==> config.mk <==
export PLATFORM = sky130hd
export DESIGN_NAME = lzssd_cmd_fifo
export DESIGN_NICKNAME = d
export VERILOG_FILES = /design/src/rtl/lzssd_pkg.sv /design/src/rtl/lzssd_cmd_fifo.sv
export SDC_FILE = /design/constraint.sdc
export NUM_CORES = 1
export LEC_CHECK = 0
export BUFFER_PORTS_ARGS = -buffer_cell sky130_fd_sc_hd__buf_2
export CAP_MARGIN = 10
export CORE_MARGIN = 4
export CORE_UTILIZATION = 45
export CTS_CLUSTER_DIAMETER = 100
export DETAILED_ROUTE_END_ITERATION = 7
export HOLD_SLACK_MARGIN = 0.12
export PLACE_DENSITY = 0.7
export SLEW_MARGIN = 25
export SYNTH_ARGS = -nofsm -noshare
export SYNTH_HDL_FRONTEND = slang
export SYNTH_SLANG_ARGS = --single-unit
==> constraint.sdc <==
create_clock -name clock -period 2.14 [get_ports clock]
set_clock_uncertainty 0.1 [all_clocks]
set_input_delay 0.107 -clock clock [delete_from_list [all_inputs] [get_ports clock]]
set_output_delay 0.107 -clock clock [all_outputs]
set_load 0.1 [all_outputs]
==> src/rtl/lzssd_pkg.sv <==
// shared types and constants for the lzss decoder with a 4k ring window
package lzssd_pkg;

   localparam int WINDOW_DEPTH_DEF = 4096;
   localparam int RING_AW          = 12;
   localparam int LEN_W            = 24;
   localparam int CNT_W            = 5;
   localparam int CMD_FIFO_DEPTH   = 2;
   localparam int CSR_IDX_W        = 1;

   localparam logic [RING_AW-1:0] RING_START = 12'hfee;
   localparam logic [7:0]         INV_MASK   = 8'hff;
   localparam logic [CNT_W-1:0]   LEN_BIAS   = 5'd3;

   localparam logic [CSR_IDX_W-1:0] CSR_OUTPUT_LENGTH = 1'b0;
   localparam logic [CSR_IDX_W-1:0] CSR_INVERT_MODE   = 1'b1;

   typedef enum logic [1:0] {
      PHASE_FLAG  = 2'd0,
      PHASE_TOKEN = 2'd1,
      PHASE_HIGH  = 2'd2
   } phase_type;

   // one unit of work for the copy engine
   typedef struct packed {
      logic                 clear;
      logic                 is_match;
      logic [7:0]           lit;
      logic [RING_AW-1:0]   pos;
      logic [CNT_W-1:0]     count;
      logic                 done;
   } cmd_type;

endpackage

==> src/rtl/lzssd_cmd_fifo.sv <==
// short command queue between parser and copy engine
module lzssd_cmd_fifo
   import lzssd_pkg::*;
(
   input  logic     clock,
   input  logic     reset,
   input  logic     push,
   input  cmd_type  push_cmd,
   output logic     full,
   input  logic     pop,
   output cmd_type  pop_cmd,
   output logic     empty
);

   localparam int PW = (CMD_FIFO_DEPTH > 1) ? $clog2(CMD_FIFO_DEPTH) : 1;
   localparam logic [PW:0]   DEPTH_CNT = (PW+1)'(CMD_FIFO_DEPTH);
   localparam logic [PW-1:0] LAST_IDX  = PW'(CMD_FIFO_DEPTH - 1);

   cmd_type       slot_ff [CMD_FIFO_DEPTH];
   logic [PW-1:0] wr_ptr_ff, wr_ptr_in;
   logic [PW-1:0] rd_ptr_ff, rd_ptr_in;
   logic [PW:0]   cnt_ff, cnt_in;
   logic          do_push, do_pop;

   assign full    = cnt_ff == DEPTH_CNT;
   assign empty   = cnt_ff == '0;
   assign do_push = push && !full;
   assign do_pop  = pop && !empty;
   assign pop_cmd = slot_ff[rd_ptr_ff];

   always_comb begin
      wr_ptr_in = wr_ptr_ff;
      rd_ptr_in = rd_ptr_ff;
      cnt_in    = cnt_ff;
      if (do_push) begin
         wr_ptr_in = (wr_ptr_ff == LAST_IDX) ? '0 : wr_ptr_ff + PW'(1);
      end
      if (do_pop) begin
         rd_ptr_in = (rd_ptr_ff == LAST_IDX) ? '0 : rd_ptr_ff + PW'(1);
      end
      if (do_push && !do_pop) begin
         cnt_in = cnt_ff + (PW+1)'(1);
      end else if (do_pop && !do_push) begin
         cnt_in = cnt_ff - (PW+1)'(1);
      end
   end

   always_ff @(posedge clock) begin
      if (do_push) begin
         slot_ff[wr_ptr_ff] <= push_cmd;
      end
   end

   always_ff @(posedge clock) begin
      if (reset) begin
         wr_ptr_ff <= '0;
         rd_ptr_ff <= '0;
         cnt_ff    <= '0;
      end else begin
         wr_ptr_ff <= wr_ptr_in;
         rd_ptr_ff <= rd_ptr_in;
         cnt_ff    <= cnt_in;
      end
   end

endmodule

# ---- Yosys cells after proc, flatten, opt, wreduce, memory -nomap -nowiden
# Memory sizes are Yosys's and may differ from the RTL's. A register that Yosys moved wholly into a read port is not among the register bits.
# Index checks and enable logic that the tools add are counted.
dict set report op_classes {
  n_mul 0
  order_cmp 0
  bitwise 0
  eq_ne 1
  add_sub_neg 4
  reduce_logical 10
  n_div 0
  n_shift 0
  mux 8
}
# op n
set op_table {}
lappend op_table {{$mux W1} 6}
lappend op_table {{$logic_and A1 B1 Y1} 4}
lappend op_table {{$logic_not A1 Y1} 4}
lappend op_table {{$mux W2} 2}
lappend op_table {{$add A1 B1 Y1 const B} 2}
lappend op_table {{$add A2 B1 Y2 const B} 1}
lappend op_table {{$eq A2 B2 Y1 const B} 1}
lappend op_table {{$logic_not A2 Y1} 1}
lappend op_table {{$reduce_bool A2 Y1} 1}
lappend op_table {{$sub A2 B1 Y2 const B} 1}
dict set report totals {
  latchBits 0
  n_memories 1
  out_inout_bits 30
  mem_bits_rw 56
  word_cells 27
  register_bits 4
  rom_bits 0
}
# name depth width read_ports rd_ports_with_merged_regs write_ports line
set mem_list {}
lappend mem_list {slot_ff 2 28 1 1 1 lzssd_cmd_fifo.sv:19} ;# cmd_type slot_ff [CMD_FIFO_DEPTH];

# ---- Depth between registers and ports, before layout
dict set report logic_depth {
  ltp_word 7
  depth_mapped 6
}

# ---- Least setup slack after synthesis
# Ideal clock, no wire load.
dict set report synth_path {
  path_kind {flip-flop to flip-flop}
  startpoint {register cnt_ff[1]}
  endpoint {register cnt_ff[1]}
  slack_ns -0.191
  path_stages_with_launch 6
  arrival_time_ns 2.161
  cell_sequence {dfxtp_1 nor2b_2 nor2_1 ha_1 or3_1 a21oi_1}
}
dict set report synth_between {
  elab_chain_len 6
  word_cells_on_any_way 15
  classes_between {2 x add/sub; 1 x eq/ne; 2 x mux; 10 x reduce/logical}
}
# item line
set synth_rtl {}
lappend synth_rtl {{start: declaration} lzssd_cmd_fifo.sv:22} ;# logic [PW:0] cnt_ff, cnt_in;
lappend synth_rtl {{start signal: assignment} lzssd_cmd_fifo.sv:62} ;# cnt_ff <= cnt_in;
lappend synth_rtl {{$eq A2 B2 Y1 (*)} lzssd_cmd_fifo.sv:25} ;# assign full = cnt_ff == DEPTH_CNT;
lappend synth_rtl {{net full} lzssd_cmd_fifo.sv:9} ;# output logic full,
lappend synth_rtl {{$logic_not A1 Y1 (*)} lzssd_cmd_fifo.sv:27} ;# assign do_push = push && !full;
lappend synth_rtl {{$logic_and A1 B1 Y1 (*)} lzssd_cmd_fifo.sv:27}
lappend synth_rtl {{net do_push} lzssd_cmd_fifo.sv:23} ;# logic do_push, do_pop;
lappend synth_rtl {{$logic_not A1 Y1} lzssd_cmd_fifo.sv:43} ;# end else if (do_pop && !do_push) begin
lappend synth_rtl {{$logic_and A1 B1 Y1} lzssd_cmd_fifo.sv:43}
lappend synth_rtl {{$reduce_bool A2 Y1 (no line)} n/a}
# Mark *: on every way through the listed nets, which the timed path passes. The rest lies on a longest branch. The select of a mux whose other input is x is not followed.
# A chain may end at the register's enable or synchronous reset.

==> flow_metrics.tcl <==
set metrics [dict create \
    yosysTopAreaCellShare_pct 75.3 \
    power_leakage_nw 1.38 \
    crit_chain "buf_12, mux2_2, buf_12" \
    syn_area_per_cell_um2 20.0 \
    cts_tree "yes" \
    maxCapViolCount 0 \
    grt_pass1_wl_um 7230 \
    viasPerCell 4.63 \
    overflow 0 \
    gp_congestion 0.664 \
    hp-class "input port to flop" \
    arrival_ps 1730 \
    worst_pin_slew_ps 492 \
    wl_per_cell_um 15.4 \
    yosys-top-cells-count "edfxtp_1, mux2_2, dfxtp_1, nor2_1" \
    port_buffers 61 \
    core_um2 4750 \
    synth_edf_count 56 \
    worst_slack_ps 205 \
    h-tree-depth 3 \
    initial_core_util_pct 47.0 \
    cts_resized 0 \
    fin_hold_ws_ps 155 \
    clockRootBuffer "clkbuf_8" \
    routed_wl_um 4430 \
    numCtsBuffers 9 \
    synth_warnings 0 \
    cp_top_family "flip-flops" \
    min_path_cells 4 \
    crit_type "flop to output pin" \
    grt_start_max_net_pins 22 \
    cts_buffer_depth 2 \
    first_pass_iters 4 \
    end_kind "output pin" \
    diodes 0 \
    antenna_found_initial 0 \
    critPathSlowestCell "dfxtp_1" \
    synth.distinct_cells 14 \
    drtIter0Drc 57 \
    final.setup.tns_ps 0 \
    period_share_pct 90.4 \
    cts_sinks 61 \
    cp.required_ps 1930 \
    grt_pass1_vias 1476 \
    syn_area_um2 2230 \
    drive_gt1_share_pct 48.9 \
    rsz0062_at_grt "false" \
    num_rows 25 \
    fin_util_pct 75.4 \
    synthToLayoutAreaGrowth_pct 60.4 \
    dpl.hpwl_um 2940 \
    synthFlopType "edfxtp_1" \
    fmax_mhz 517 \
    vias 1333 \
    syn-instance-count 112 \
    drtAntennaViolNets 0 \
    path_buf_inv 2 \
    clkTransAtPathRegs_ps 70 \
    slew_viol_final 0 \
    clk_latency_ps 330 \
    die_h_um 78.5 \
    cp.depth 3 \
    synth_top_area_cell "edfxtp_1" \
    finalSetupViolCount 0 \
    ff2ff_path_depth 4 \
    ys_async_sr_fraction_pct 0 \
    setup.worst_path.start_class "flop" \
    status "finished clean" \
    final_hold_viol_count 0 \
    track_usage_pct 16.2 \
    dieArea_um2 6160 \
    post-route-min-period_ps 1940 \
    crit_top_cell "buf_12" \
    synth_fp_nets 145 \
    ys_ff_latch 61 \
    power_density_nw_per_um2 1540 \
    die_x_um 78.5 \
    post-route-drc-count 0 \
    synthTopCellsByArea "edfxtp_1, mux2_2, dfxtp_1" \
    final_nets 249 \
    synth_most_common_cell "edfxtp_1" \
    relSlewSlack_pct 67.5 \
    place_worst_setup_slack_ps 430 \
    cp_slowest_stage_delay_ps 600 \
    synth_seq_area_share_pct 79.7 \
    pin_count 62 \
    path_max_fanout 21 \
    ir_worst_vdd_mv 1.12 \
]
==> flip-flops by register name (all words and copies together), names as in the netlist, named ones only <==
| name | cells |
|---|---|
| cnt_ff | 2 |
| rd_ptr_ff | 1 |
| wr_ptr_ff | 1 |
| slot_ff | 56 |
==> layout make-up <==
cell class	instances	area [µm²]
fillers	291	1170
clock inverters	6	77.6
well taps	67	83.8
repair buffers	96	1080
flip-flops and latches	61	1780
inverters	2	7.51
clock buffers	10	128
multi-input cells	46	430
==> worst min-delay path: cells and delay by family <==
| family | cells | cell delay, ps |
|---|---|---|
| xor gates and xnor gates | 1 | 110 |
| AOI/OAI and AO/OA | 1 | 140 |
| and+or+nand+nor | 1 | 80 |
| buffers and inverters | 1 | 110 |
==> layout by cell type, fill, tap and decap left out <==
| cell type | count |
|---|---|
| nor2b_4 | 1 |
| bufinv_16 | 2 |
| a21oi_1 | 2 |
| o21ai_0 | 3 |
| clkbuf_1 | 1 |
| clkinv_1 | 2 |
| dfxtp_1 | 5 |
| buf_2 | 33 |
| buf_12 | 29 |
| inv_1 | 2 |
| dlygate4sd3_1 | 30 |
| edfxtp_1 | 56 |
| or3_1 | 2 |
| mux2_2 | 28 |
| and2_1 | 1 |
| buf_4 | 4 |
| nor2_1 | 5 |
| ha_1 | 1 |
| clkinv_2 | 2 |
| xor2_1 | 3 |
| clkbuf_8 | 9 |
==> worst paths after layout <==
check	end	slack (ps)	startpoint
max	pop_cmd[20]	200	flop
min	rd_ptr_ff	160	pop
max reg2reg	cnt_ff[1]	440	cnt_ff[0]
min reg2reg	wr_ptr_ff	410	wr_ptr_ff
==> cells by family after synthesis <==
| logic type | synth area share, % |
|---|---|
| adders and majority gates | 0.560 |
| AOI/OAI and AO/OA | 1.12 |
| and+or+nand+nor | 2.07 |
| DFF | 79.7 |
| buffers and inverters | 1.23 |
| xor gates and xnor gates | 1.18 |
| muxes | 14.1 |
==> report_power, final <==
part / internal (mW) / total [mW] / switching, mW
sequential: 1.50 / 1.59 / 0.0846
clock: 0.644 / 1.06 / 0.412
combinational: 1.00 / 2.87 / 1.87
==> metrics by stage <==
| step | instances | total power [mW] | instance area [µm²] |
|---|---|---|---|
| after CTS | 288 | 5.57 | 3580 |
| after detailed placement | 242 | 4.45 | 3080 |
| after global placement | 242 | 4.40 | 3080 |
| after global routing | 288 | 5.70 | 3580 |
| final | 288 | 5.51 | 3580 |
| after floorplan | 112 | 3.46 | 2240 |
==> routing by layer <==
metal / global-route usage [%] / part of all wire [%] / vias to the layer above
met4: 6.29 / 1.4 / 0
met3: 7.00 / 6.2 / 7
met1: 18.7 / 42 / 638
met5: 0 / 0 / -
li1: - / - / 641
met2: 26.7 / 51 / 47
==> repair_timing <==
item	CTS	global route
hold buffers	30	0
endpoints found under the hold margin	61	0
buffers inserted	0	0
(Power assumes the default switching activity.)
