## src/rtl/lzssd_pkg.sv

```systemverilog
// shared types and constants for the lzss decoder with a 4k ring window
package lzssd_pkg;

   localparam int WINDOW_DEPTH_DEF = 4096;
   localparam int RING_AW          = 12;
   localparam int LEN_W            = 24;
   localparam int CNT_W            = 5;
   localparam int CMD_FIFO_DEPTH   = 2;
   localparam int CSR_IDX_W        = 1;

   localparam logic [RING_AW-1:0] RING_START = 12'hfee;
   localparam logic [7:0]         INV_MASK   = 8'hff;
   localparam logic [CNT_W-1:0]   LEN_BIAS   = 5'd3;

   localparam logic [CSR_IDX_W-1:0] CSR_OUTPUT_LENGTH = 1'b0;
   localparam logic [CSR_IDX_W-1:0] CSR_INVERT_MODE   = 1'b1;

   typedef enum logic [1:0] {
      PHASE_FLAG  = 2'd0,
      PHASE_TOKEN = 2'd1,
      PHASE_HIGH  = 2'd2
   } phase_type;

   // one unit of work for the copy engine
   typedef struct packed {
      logic                 clear;
      logic                 is_match;
      logic [7:0]           lit;
      logic [RING_AW-1:0]   pos;
      logic [CNT_W-1:0]     count;
      logic                 done;
   } cmd_type;

endpackage

```

## src/rtl/lzssd_front.sv

```systemverilog
// token parser: takes compressed bytes, tracks flag state and output count, issues commands
module lzssd_front
   import lzssd_pkg::*;
(
   input  logic              clock,
   input  logic              reset,
   input  logic              req_valid,
   output logic              req_ready,
   input  logic [7:0]        req_code_byte,
   input  logic              req_stream_start,
   input  logic [LEN_W-1:0]  output_length,
   input  logic              invert_mode,
   input  logic              fifo_full,
   output logic              push,
   output cmd_type           push_cmd
);

   phase_type          phase_ff, phase_in;
   logic [7:0]         shift_ff, shift_in;
   logic [3:0]         bits_ff, bits_in;
   logic [7:0]         low_ff, low_in;
   logic [LEN_W-1:0]   prod_ff, prod_in;
   logic               pend_clear_ff, pend_clear_in;

   logic               accept;
   logic [7:0]         code;
   phase_type          eff_phase;
   logic [7:0]         eff_shift;
   logic [3:0]         eff_bits;
   logic [LEN_W-1:0]   eff_prod;
   logic               finished;
   logic               tok_lit, tok_low, tok_high;
   logic [CNT_W-1:0]   mlen;
   logic [LEN_W-1:0]   rem;
   logic [CNT_W-1:0]   mcount;
   logic               clear_now;

   assign req_ready = !fifo_full;
   assign accept    = req_valid && req_ready;
   assign code      = req_code_byte ^ (invert_mode ? INV_MASK : 8'h00);

   // classification against the state as seen after an optional stream restart
   always_comb begin
      eff_phase = req_stream_start ? PHASE_FLAG : phase_ff;
      eff_shift = req_stream_start ? 8'h00 : shift_ff;
      eff_bits  = req_stream_start ? 4'd0 : bits_ff;
      eff_prod  = req_stream_start ? '0 : prod_ff;
      finished  = eff_prod >= output_length;
      tok_lit   = !finished && (eff_phase == PHASE_TOKEN) && (eff_bits != 4'd0) && eff_shift[7];
      tok_low   = !finished && (eff_phase == PHASE_TOKEN) && (eff_bits != 4'd0) && !eff_shift[7];
      tok_high  = !finished && (eff_phase == PHASE_HIGH) && (eff_bits != 4'd0);
      mlen      = {1'b0, low_ff[3:0]} + LEN_BIAS;
      rem       = output_length - eff_prod;
      mcount    = (rem < LEN_W'(mlen)) ? rem[CNT_W-1:0] : mlen;
      clear_now = pend_clear_ff || req_stream_start;
   end

   // next state
   always_comb begin
      phase_in      = phase_ff;
      shift_in      = shift_ff;
      bits_in       = bits_ff;
      low_in        = low_ff;
      prod_in       = prod_ff;
      pend_clear_in = pend_clear_ff;
      if (accept) begin
         phase_in      = eff_phase;
         shift_in      = eff_shift;
         bits_in       = eff_bits;
         prod_in       = eff_prod;
         pend_clear_in = clear_now;
         if (req_stream_start) begin
            low_in = 8'h00;
         end
         if (!finished) begin
            if (tok_lit || tok_high) begin
               shift_in      = {eff_shift[6:0], 1'b0};
               bits_in       = eff_bits - 4'd1;
               phase_in      = (eff_bits == 4'd1) ? PHASE_FLAG : PHASE_TOKEN;
               pend_clear_in = 1'b0;
               prod_in       = tok_lit ? eff_prod + LEN_W'(1) : eff_prod + LEN_W'(mcount);
            end else if (tok_low) begin
               low_in   = code;
               phase_in = PHASE_HIGH;
            end else begin
               shift_in = code;
               bits_in  = 4'd8;
               phase_in = PHASE_TOKEN;
            end
         end
      end
   end

   // command output
   always_comb begin
      push              = accept && (tok_lit || tok_high);
      push_cmd.clear    = clear_now;
      push_cmd.is_match = tok_high;
      push_cmd.lit      = code;
      push_cmd.pos      = {code, low_ff[7:4]};
      push_cmd.count    = tok_high ? mcount : CNT_W'(1);
      push_cmd.done     = tok_high ? (rem <= LEN_W'(mlen)) : (rem == LEN_W'(1));
   end

   always_ff @(posedge clock) begin
      if (reset) begin
         phase_ff      <= PHASE_FLAG;
         shift_ff      <= 8'h00;
         bits_ff       <= 4'd0;
         low_ff        <= 8'h00;
         prod_ff       <= '0;
         pend_clear_ff <= 1'b0;
      end else begin
         phase_ff      <= phase_in;
         shift_ff      <= shift_in;
         bits_ff       <= bits_in;
         low_ff        <= low_in;
         prod_ff       <= prod_in;
         pend_clear_ff <= pend_clear_in;
      end
   end

endmodule

```

## config.mk

```make
export PLATFORM = sky130hd
export DESIGN_NAME = lzssd_front
export DESIGN_NICKNAME = d
export VERILOG_FILES = /design/src/rtl/lzssd_pkg.sv /design/src/rtl/lzssd_front.sv
export SDC_FILE = /design/constraint.sdc
export NUM_CORES = 1
export LEC_CHECK = 0
export ABC_CLOCK_PERIOD_IN_PS = 19550
export BUFFER_PORTS_ARGS = -buffer_cell sky130_fd_sc_hd__buf_2
export CORE_ASPECT_RATIO = 0.6
export CORE_MARGIN = 4
export CORE_UTILIZATION = 64
export DETAILED_ROUTE_END_ITERATION = 12
export GPL_TIMING_DRIVEN = 0
export HOLD_SLACK_MARGIN = 0.12
export PLACE_DENSITY_LB_ADDON = 0.1
export SLEW_MARGIN = 5
export SYNTH_ARGS = -nofsm -noshare
export SYNTH_HDL_FRONTEND = slang
export SYNTH_SLANG_ARGS = --single-unit
```

## constraint.sdc

```tcl
create_clock -name clock -period 19.55 [get_ports clock]
set_input_delay 1.955 -clock clock [delete_from_list [all_inputs] [get_ports clock]]
set_output_delay 1.955 -clock clock [all_outputs]
set_load 0.005 [all_outputs]
```

Word-level counts from Yosys, hierarchy flattened
Index checks and enable logic that the tools add are counted.

word-level totals
  register bits after elaboration = 47
  word-level logic and storage cells = 60

cells by class
  add/sub/neg operators = 5
  $lt $le $gt $ge = 3
  eq/ne operators = 4
  muxes and demuxes = 27
  bitwise gates (word level) = 1
  reductions and logical operators = 14

operators by type and width
  operator                                           count
  two-way mux 24 bit                                 4
  two-way mux 8 bit                                  9
  adder 24 x 1 -> 24 bit (second input constant)     1
  adder 24 x 5 -> 24 bit                             1
  == test 24 x 1 -> 1 bit (second input constant)    1
  >= comparator 24 bit                               1
  <= comparator 24 x 5 -> 1 bit                      1
  < comparator 24 x 5 -> 1 bit                       1
  subtractor 24 bit                                  1
  two-way mux 4 bit                                  4
  two-way mux 5 bit                                  2
  logical AND 1 bit                                  8
  two-way mux 2 bit                                  4
  XOR 8 bit                                          1
  adder 4 x 2 -> 5 bit (second input constant)       1
  == test 4 x 1 -> 1 bit (second input constant)     1
  two-way mux 1 bit                                  4
  nonzero test 4 bit                                 1
  subtractor 4 x 1 -> 4 bit (second input constant)  1
  logical NOT 1 bit                                  3
  == test 2 x 1 -> 1 bit (second input constant)     1
  == test 2 bit (second input constant)              1
  logical OR 1 bit                                   2

Longest topological paths before layout
  depth in word-level cells = 9
  gate-level depth with buffers = 30
  mapped depth without buffers = 27

Worst setup path before layout
Ideal clock, no wire load.

  path kind = input-to-output
  from = input req_stream_start
  to = output push_cmd[4] (netlist name)
  data arrival time = 5.909 ns
  data required time = 17.595 ns
  slack = 11.686 ns
  stages on the path = 19
  path through = clkbuf_1 > inv_1 > clkbuf_1 > buf_1 > clkbuf_1 > clkbuf_1 > nand2_1 > ha_1 > buf_6 > a21oi_4 > o21a_2 > a21bo_1 > o31a_1 > or3_1 > a211o_1 > or4_4 > buf_6 > nor3_4 > a211oi_1

RTL lines
  item                RTL line           RTL
  start: declaration  lzssd_front.sv:10  input logic req_stream_start,
  end: declaration    lzssd_front.sv:15  output cmd_type push_cmd

==> run summary <==
final setup margin: 10.02 ns
WHS Endpoint: shift_ff[0]
ANT cells: 0
via/cell ratio: 6.38
R2R Setup Slk: 13.37 ns
Post-Synthesis Cells: 654
Synthesis Warnings: 0
H-tree Lvls: 2
Post CTS Setup Buffer Count: 0
Post-CTS Hold Buffers: 0
TritonCTS clock tree: built
1st-iter DRT viols: 692
Max Root-Sink Buffers: 2
FP Rows: 23
crit path kind: in2out
total congestion overflow: 0
critical path's most frequent cell: clkbuf_1
max_slew headroom: 37.1%
Post-DP HPWL: 11500 um
Post-synth EDFFs: 0
Initial Util: 68.2%
part of the Yosys area used for sequential elements: 20.0%
number of global-route vias before repair: 4664
Final setup viols: 0
antenna-violating nets left: 0
RSZ-0062 raised after global routing: false
largest net degree at the start of global routing: 17
Nets: 803
main flop type after synthesis: dfxtp_1
worst min path class: reg2reg
syn_nets: 731
root buffer cell: clkbuf_16
Worst-path clk slew: 0.06 ns
vias post-DR: 5196
synthesis-to-finish area growth: 12.4%
wirelength, routed: 14500 um
initial antenna violation count: 0
CP arrival: 7.57 ns
worst-margin pin slew: 0.936 ns
Core ar.: 6910 um2
pre-CTS setup slack: 10.21 ns
Startpoint Class: input pin
critical path endpoint category: primary output
period utilization: 48.7%
Post-CTS Resized: 0
Multi-input gate area: 3390 um2
hold wc startpoint: shift_ff[0]
Async SR Flop Fraction: 0%
average cell area after synthesis: 7.21 um2
Peak supply drop: 0.0000330 V
status: completed
crit-path max FO: 10
placed insts: 806
r2r endpoint: prod_ff[20]
Hold Fails Final Rpt: 0
Setup Skew: 0.00850 ns
PwrDens: 47.9 nW/um2
Max Clk Rate: 0.105 GHz
Yosys top cell area share: 20.0%
io pins: 68
crit path cell chain: clkbuf_1, inv_1, clkbuf_1, buf_1, clkbuf_1, clkbuf_1, nand2_1, ha_1, clkbuf_1, nand4_1, nor3_1, o21ai_0, a31oi_1, xor2_1, or2_2, nor4_1, nand2_1, o31ai_1, buf_2
max cap viols: 0
first-pass iteration count of the detailed router: 6
Yosys reg bits: 47
clk sink count: 47
minimum clock period: 9.53 ns
Worst Reg-to-Reg Cells: 25
Placer Congestion: 1.02
CP top delay family: buffers and inverters
register area: 941 um2
worst path buffer plus inverter count: 8
top post-synthesis cells by count: 99 x nand2_1, 62 x nor2_1, 57 x a21oi_1
leakage power: 0.00217 uW
DRC Markers: 0
die area: 8850 um2
setup TNS: 0 ns
layout cells sized above 1: 17.1%
wire length of the first global-routing pass: 23000 um
Non-Filler Instances: 814
Synth area leaders: dfxtp_1 20%, ha_1 9.8%, nand2_1 7.9%
CP max stage delay: 0.50 ns
mapped cell area: 4710 um2
Util after Layout: 76.7%
worst-skew pair later-pin latency: 0.30 ns
Yosys cell types: 74
total track usage: 32.6%
Slowest-stage cell, CP: buf_1
fillers: 536
Pins Over Slew Limit: 0
Reg-to-Reg Start: prod_ff[0]
Die H: 74.5 um
routed len/inst: 17.8 um
hold depth: 2
total CTS buffers: 5
cell accounting for the most synthesized area: dfxtp_1
worst endpoint required time: 17.59 ns
die width: 119 um
count leader, synth: nand2_1
PortBufs: 65
==> worst max path at each step <==
stage                           startpoint     endpoint  slack (ns)  cells past startpoint
final                     req_stream_start  push_cmd[5]       10.02                     19
after floorplan           req_stream_start  push_cmd[4]       11.69                     19
after detailed placement  req_stream_start  prod_ff[18]       10.21                     28
after CTS                 req_stream_start  push_cmd[5]       10.22                     19
after global routing      req_stream_start  push_cmd[5]        9.62                     19
after global placement    req_stream_start  push_cmd[5]       10.33                     19
==> where the power goes <==
group | switching (uW) | total, uW | internal (uW)
clock | 40.7 | 88.6 | 47.9
sequential | 0.912 | 97.9 | 97.0
combinational | 41.1 | 67.1 | 25.9
total | 82.7 | 254 | 171
==> sequential cells by signal, summed over array words and instances (netlist names) <==
register and cells:
low_ff 8, pend_clear_ff 1, shift_ff 8, phase_ff 2, bits_ff 4, prod_ff 24
==> cell type report <==
type	count	area share [%]
Inverter	24	1.70
Sequential cell	47	17.8
Clock inverter	3	0.449
Timing Repair Buffer	65	6.14
Buffer	46	5.58
Clock buffer	5	2.36
Multi-Input combinational cell	537	63.9
Tap cell	87	2.06
==> cells by family (layout without fill, tap and decap cells) <==
| kind of cell | after synthesis | after routing | share of synthesized area, % |
|---|---|---|---|
| and+or+nand+nor | 277 | 277 | 28.3 |
| xor gates and xnor gates | 45 | 45 | 8.36 |
| DFF | 47 | 47 | 20.0 |
| AOI/OAI and AO/OA | 173 | 173 | 23.9 |
| buffers and inverters | 70 | 143 | 8.18 |
| muxes | 3 | 3 | 0.637 |
| adders and majority gates | 39 | 39 | 10.7 |
==> worst reg2reg max path: stages (launching register included) <==
cell and delay (ns):
dfxtp_1 0.33, nor2b_1 0.34, ha_1 0.27, nand2b_1 0.17
nand2_1 0.11, a21oi_1 0.24, xor2_1 0.20, inv_1 0.11
ha_1 0.33, o21a_1 0.12, o21ai_0 0.12, or2b_2 0.31
or2_2 0.31, nor4_1 0.34, nand2_1 0.28, a211oi_1 0.50
fa_1 0.30, a21oi_1 0.08, nor2_1 0.09, nor2_1 0.08
inv_1 0.07, a21oi_1 0.10, nor4_2 0.79, nand3_1 0.22
xnor2_1 0.21, nor2_1 0.06
==> cell usage in the layout (no fill, tap or decap), drive strengths merged, types with 3 or more instances in the layout <==
cell type and n:
nand2 99, buf 90, nor2 62, a21oi 60
dfxtp 47, o21ai 45, nand3 38, ha 37
clkbuf 26, inv 25, xnor2 23, xor2 22
nor3 13, nand4 10, o211ai 10, a211oi 9
and3 9, nor4 9, o21a 8, a21o 7
nor2b 6, a222oi 5, nand2b 5, and2 5
o21bai 4, o31ai 4, and4 4, or3 3
or2 3, nand3b 3, mux2i 3, a211o 3
==> metal layers <==
layer  wire (um)  share of wire [%]  track usage [%]  up-vias
li1            -                  -                -     2466
met1        6260                 43             46.5     2349
met2        6010                 42             48.7      345
met3        1970                 14             9.19       36
met4         234                1.6             8.47        0
met5           0                  0                0        -
==> per-stage QoR <==
| stage | hold slack [ns] | area, um2 | total power, uW |
|---|---|---|---|
| 2_1_floorplan | 0.448 | 4710 | 144 |
| 3_3_place_gp | 0.457 | 5150 | 162 |
| 3_5_place_dp | 0.472 | 5150 | 164 |
| 4_1_cts | 0.484 | 5300 | 251 |
| 5_1_grt | 0.514 | 5300 | 263 |
| 6_report | 0.486 | 5300 | 254 |
No activity file was read; power rests on OpenSTA's default activity.
